`src/rtl/core/lpht_pkg.sv`:
```
package lpht_pkg;

    localparam int CAPACITY  = 64;
    localparam int KEY_BYTES = 8;
    localparam int IDX_W     = $clog2(CAPACITY);
    localparam int CNT_W     = $clog2(CAPACITY + 1);
    localparam int KEY_W     = 8 * KEY_BYTES;
    localparam int LEN_W     = 4;
    localparam int SIZE_W    = 7;
    localparam int SLOT_W    = 6;

    localparam logic [31:0] FNV_PRIME = 32'h0100_0193;
    localparam logic [31:0] FNV_SEED  = 32'h811C_9DC5;

    localparam logic [1:0] ST_OK     = 2'd0;
    localparam logic [1:0] ST_NOTFND = 2'd1;
    localparam logic [1:0] ST_FULL   = 2'd2;

    localparam logic KIND_INSERT = 1'b0;
    localparam logic KIND_FIND   = 1'b1;

    typedef struct packed {
        logic [KEY_W-1:0] key;
        logic [LEN_W-1:0] len;
        logic [31:0]      value;
    } entry_t;

    typedef struct packed {
        logic             we;
        logic [IDX_W-1:0] waddr;
        entry_t           wdata;
        logic [IDX_W-1:0] raddr;
    } mem_req_t;

endpackage

```
`src/rtl/core/lpht_hash.sv`:
```
module lpht_hash
    import lpht_pkg::*;
(
    input  logic              clk,
    input  logic              rst_n,
    input  logic              start,
    input  logic [KEY_W-1:0]  key,
    input  logic [LEN_W-1:0]  len,
    output logic              done,
    output logic [31:0]       hash
);

    logic [31:0]      h_reg, h_next;
    logic [LEN_W-1:0] i_reg, i_next;
    logic             busy_reg, busy_next;
    logic             done_reg, done_next;
    logic [7:0]       byte_sel;

    assign byte_sel = key[i_reg[2:0]*8 +: 8];

    always_comb
    begin
        h_next    = h_reg;
        i_next    = i_reg;
        busy_next = busy_reg;
        done_next = 1'b0;
        if (start)
        begin
            h_next    = FNV_SEED;
            i_next    = '0;
            busy_next = 1'b1;
        end
        else if (busy_reg)
        begin
            if (i_reg == len)
            begin
                busy_next = 1'b0;
                done_next = 1'b1;
                if (len == '0)
                begin
                    h_next = '0;
                end
            end
            else
            begin
                h_next = (h_reg ^ {24'd0, byte_sel}) * FNV_PRIME;
                i_next = i_reg + 1'b1;
            end
        end
    end

    always_ff @(posedge clk or negedge rst_n)
    begin
        if (!rst_n)
        begin
            busy_reg <= 1'b0;
            done_reg <= 1'b0;
        end
        else
        begin
            busy_reg <= busy_next;
            done_reg <= done_next;
        end
    end

    always_ff @(posedge clk)
    begin
        h_reg <= h_next;
        i_reg <= i_next;
    end

    assign done = done_reg;
    assign hash = h_reg;

endmodule

```
`config.mk`:
```
export PLATFORM = sky130hd
export DESIGN_NAME = lpht_hash
export DESIGN_NICKNAME = d
export VERILOG_FILES = /design/src/rtl/core/lpht_pkg.sv /design/src/rtl/core/lpht_hash.sv
export SDC_FILE = /design/constraint.sdc
export NUM_CORES = 1
export LEC_CHECK = 0
export CAP_MARGIN = 10
export CORE_MARGIN = 2
export CORE_UTILIZATION = 67
export DETAILED_ROUTE_END_ITERATION = 10
export DONT_BUFFER_PORTS = 1
export PLACE_DENSITY = 0.83
export SYNTH_ARGS = -nofsm -noshare
export SYNTH_HDL_FRONTEND = slang
export SYNTH_SLANG_ARGS = --single-unit
```
`constraint.sdc`:
```
create_clock -name clk -period 7.2 [get_ports clk]
set_clock_uncertainty 0.15 [all_clocks]
set_input_delay 0.72 -clock clk [delete_from_list [all_inputs] [get_ports clk]]
set_output_delay 0.72 -clock clk [all_outputs]
set_load 0.03 [all_outputs]
```
======== Word-level counts from Yosys, hierarchy flattened ========
Cells that the tools add are included.
word-level totals
  word-level logic and storage cells ...... 22
  output and inout bits ................... 33
  bits of input ports ..................... 71
  bits in registers ....................... 38
cells by class
  add/sub/neg operators ................... 1
  equal/unequal tests ..................... 2
  multiplexer cells ....................... 8
  multipliers ............................. 1
  reduce and logical (&&, ||, !) cells .... 3
  shift-type cells ........................ 1
  bitwise operators ....................... 2
operator list
  cell                                                                     number
  32-bit two-way mux                                                       2
  64-bit by 7-bit indexed part select with 8-bit output                    1
  32-bit by 25-bit multiplier with 32-bit output, second input constant    1
  32-bit by 8-bit bitwise XOR with 32-bit output                           1
  1-bit two-way mux                                                        6
  4-bit by 1-bit adder with 4-bit output, second input constant            1
  4-bit equality test                                                      1
  4-bit zero test                                                          1
  2-bit AND reduction                                                      2
  2-bit by 1-bit inequality test with 1-bit output, second input constant  1
  1-bit inverter                                                           1

======== Logic depth before layout (Yosys ltp) ========
  depth after elaboration ................. 4
  gate-level depth with buffers ........... 24
  mapped depth without buffers ............ 22

======== Worst setup path after synthesis ========
No wires, ideal clock.
  kind .................................... register to register
  start ................................... register i_reg[0]
  end ..................................... register h_reg[21] (netlist: hash[21])
  path buffers ............................ 3
  stages on the path, launching flop included .. 25
  arrival ................................. 6.300 ns
  setup slack ............................. 0.633 ns
  cell sequence ........................... dfxtp_1 -> buf_6 -> buf_2 -> mux4_2 -> mux2i_1 -> xnor2_1 -> ha_1 -> ha_1 -> fa_1 -> ha_1 -> fa_1 -> ha_1 -> inv_1 -> fa_1 -> inv_1 -> ha_1 -> buf_2 -> and4_1 -> and2_1 -> a211oi_1 -> a21boi_1 -> o21a_1 -> o21a_1 -> or3_1 -> a32o_1
between the ends
  longest elaborated chain between the ends .. 4
  elaborated cells between the ends (all ways) .. 7
RTL lines
  element                                                RTL line         text
  from (decl)                                            lpht_hash.sv:14  logic [LEN_W-1:0] i_reg, i_next;
  from (signal assigned)                                 lpht_hash.sv:69  i_reg <= i_next;
  64-bit by 7-bit indexed part select with 8-bit output  lpht_hash.sv:19  assign byte_sel = key[i_reg[2:0]*8 +: 8];
  32-bit by 8-bit bitwise XOR with 32-bit output         lpht_hash.sv:46  h_next = (h_reg ^ {24'd0, byte_sel}) * FNV_PRIME;
  32-bit by 25-bit multiplier with 32-bit output         lpht_hash.sv:46
  32-bit two-way mux                                     lpht_hash.sv:35  if (i_reg == len)
  to (signal assigned)                                   lpht_hash.sv:68  h_reg <= h_next;
  to (decl)                                              lpht_hash.sv:13  logic [31:0] h_reg, h_next;
Several ways; a longest one is shown, not always the timed one.
A chain may end at the register's enable or synchronous reset.

======== Worst setup path in the final report ========
Ends and elaborated chain as after synthesis.

==> flow_metrics.py <==
metrics = {
    "die": {
        "die_y_um": 109.5,
        "rows": 38,
        "start_util_pct": 68.85,
        "die_area_mm2": 0.01200,
        "fp.dieW_um": 109.5,
        "num_io_pins": 104,
        "core_mm2": 0.01084,
    },
    "cts": {
        "clk_pin_slew_ns": 0.08,
        "cts_tree": "yes",
        "htreeDepth": 2,
        "clkSinkCount": 38,
        "clk_path_buf_depth": 2,
        "insertion_delay_ns": 0.30,
        "root_buffer": "clkbuf_8",
        "cts_buffers": 5,
    },
    "logic_synthesis": {
        "synth_flop_cell": "dfxtp_1",
        "synth_area_mm2": 0.007463,
        "synthArstFlopShare_pct": 5.263,
        "avgSynthCellArea_um2": 9.680,
        "synth.distinct_cells": 51,
        "synth_edf_count": 0,
        "synth-seq-area-share_pct": 10.33,
        "synth_cells": 771,
        "yosysWarnings": 0,
        "synth-seq-cells": 38,
        "syn-num-nets": 1102,
    },
    "layout": {
        "stdcell_area_mm2": 0.007804,
        "layout-drive-gt1-share_pct": 5.277,
        "n_fill_cell": 812,
        "largest_reg_flops": 32,
        "stdcell_count": 918,
        "regArea_um2": 772.0,
        "layout.nets": 1107,
        "multi_input_area_mm2": 0.005983,
        "area_delta_synth_final_pct": 4.560,
        "final_core_util_pct": 71.99,
    },
    "job": {
        "timing.max_cap.violations": 0,
    },
    "sta": {
        "setup_viol": 0,
        "clock.fmax_ghz": 0.1454,
        "slew_headroom_pct": 37.07,
        "fin_setup_tns_ns": 0,
        "final.min_clock_period_ns": 6.877,
        "drv_slew": 0,
        "tightest_slew_ns": 0.9420,
        "period_share_pct": 95.51,
        "finalHoldViolCount": 0,
        "rsz0062_at_grt": "no",
    },
    "hold_path": {
        "min_path_cells": 1,
        "hp-class": "input port to register",
    },
    "routing": {
        "wire_per_inst_um": 19.61,
        "dr.pass1.iters": 5,
        "viasPerCell": 6.040,
        "antenna_left": 0,
        "drt_iter0_drc": 345,
        "routed-via-count": 5545,
        "totalWireLength_um": 18000,
        "post-route-drc-count": 0,
    },
    "worst_setup_path": {
        "critical_path.max_fanout": 18,
        "endpoint_kind": "register",
        "cp.required_ns": 7.25,
        "cp.arrival_ns": 6.92,
        "crit_type": "register to register",
        "cp-start-kind": "register",
        "r2r_cells": 22,
    },
    "placement": {
        "dp.cells": 908,
        "placed_area_mm2": 0.007680,
        "dp_hpwl_um": 15170,
        "gp_congestion": 0.9532,
        "port_buffers": 0,
    },
    "grt": {
        "antenna_found_initial": 1,
        "grt_pass1_vias": 5945,
        "grt_usage_pct": 31.19,
        "grt-ovfl-total": 0,
        "grt_max_degree": 32,
        "grt_pass1_wl_um": 28690,
    },
    "status": {
        "status": "complete, no violations",
    },
}
## placed cells by master (no fill, tap or decap), drive strengths merged, types with 4 or more instances in the layout
cell / count
nand2b: 5
and3: 7
a22oi: 4
nor2: 20
inv: 178
fa: 74
a22o: 7
xor2: 15
xnor2: 39
a21o: 9
nor2b: 5
nand2: 26
clkbuf: 6
o21ai: 22
and2: 5
mux4: 16
a21oi: 34
dfxtp: 36
nand3: 5
mux2i: 9
ha: 186
a31oi: 4
a221o: 7
buf: 13
## metal layers
metal,up-vias,global-route usage [%],routed length [µm]
met5,-,0,10
met3,52,5.216,1045
met4,2,10.94,555
met1,2719,38.41,7424
met2,170,55.07,8965
li1,2602,-,-
## Yosys cell counts (all sizes together), types with 11 or more instances
| cell | instances | area (µm²) |
|---|---|---|
| clkbuf | 11 | 41.29 |
| o21ai | 22 | 110.1 |
| xor2 | 15 | 131.4 |
| nand2 | 26 | 97.59 |
| fa | 74 | 1481 |
| xnor2 | 39 | 356.6 |
| a21oi | 34 | 170.2 |
| nor2 | 20 | 75.07 |
| ha | 186 | 2327 |
| dfxtp | 36 | 720.7 |
| inv | 178 | 668.1 |
| mux4 | 16 | 386.6 |
## per-stage QoR
stage / setup WS [ns] / hold slack, ns
after global routing: 0.01792 / 0.3279
after CTS: 0.2376 / 0.3378
after global placement: 0.3303 / 0.2745
after floorplan: 0.6328 / 0.2744
final: 0.3233 / 0.3380
after detailed placement: 0.2519 / 0.2745
## repair_timing
item                                    in CTS  in global routing
resized for setup                            0                  6
hold buffers                                 1                  0
endpoints found under the setup margin       0                  2
hold endpoints to repair                     2                  0
setup buffers                                0                  0
## path summary, 6_finish.rpt
check / from / to / slack, ns
min in group asynchronous: rst_n / done / 0.49
max in group asynchronous: rst_n / busy_reg / 6.29
worst min-delay path: start / i_reg[1] / 0.34
worst max register to register: i_reg[0] / hash[21] / 0.32
worst max-delay path: i_reg[0] / hash[21] / 0.32
worst min register to register: i_reg[3] / i_reg[3] / 0.42
## worst max-delay path, cell delays in order (launching register included)
cell and delay [ns]:
dfxtp_1 0.44, buf_12 0.21, mux4_1 0.58, mux2i_2 0.22
xnor2_2 0.28, ha_1 0.36, ha_1 0.31, fa_1 0.49
ha_1 0.22, fa_1 0.49, ha_1 0.29, inv_1 0.05
fa_1 0.52, inv_1 0.04, ha_1 0.36, and4_1 0.22
and3_1 0.18, o311ai_0 0.17, a21boi_1 0.22, o21a_1 0.23
o21a_1 0.18, or3_1 0.31, a32o_1 0.25
## cell type report
cell class                      count  share of cell area, %
Timing Repair Buffer               14                  1.539
Sequential cell                    38                  9.893
Inverter                          178                  8.562
Clock buffer                        6                 0.9299
Tap cell                          140                  2.245
Antenna cell                        1                0.03207
Clock inverter                      2                 0.1283
Multi-Input combinational cell    539                  76.67
## kinds of logic (layout without fill, tap and decap cells)
family / Yosys count / after routing / synth area share, %
adder cells (fa/ha/maj): 260 / 260 / 51.03
AO/OA/AOI/OAI: 111 / 111 / 9.874
flip-flops: 38 / 38 / 10.33
other: 0 / 1 / 0
AND/OR/NAND/NOR: 89 / 89 / 5.868
multiplexers: 25 / 25 / 6.438
buffers and inverters: 194 / 200 / 9.925
XOR/XNOR: 54 / 54 / 6.538
Power is not shown: default switching activity piles up to over one toggle a cycle in this logic, so the estimate is an artifact.
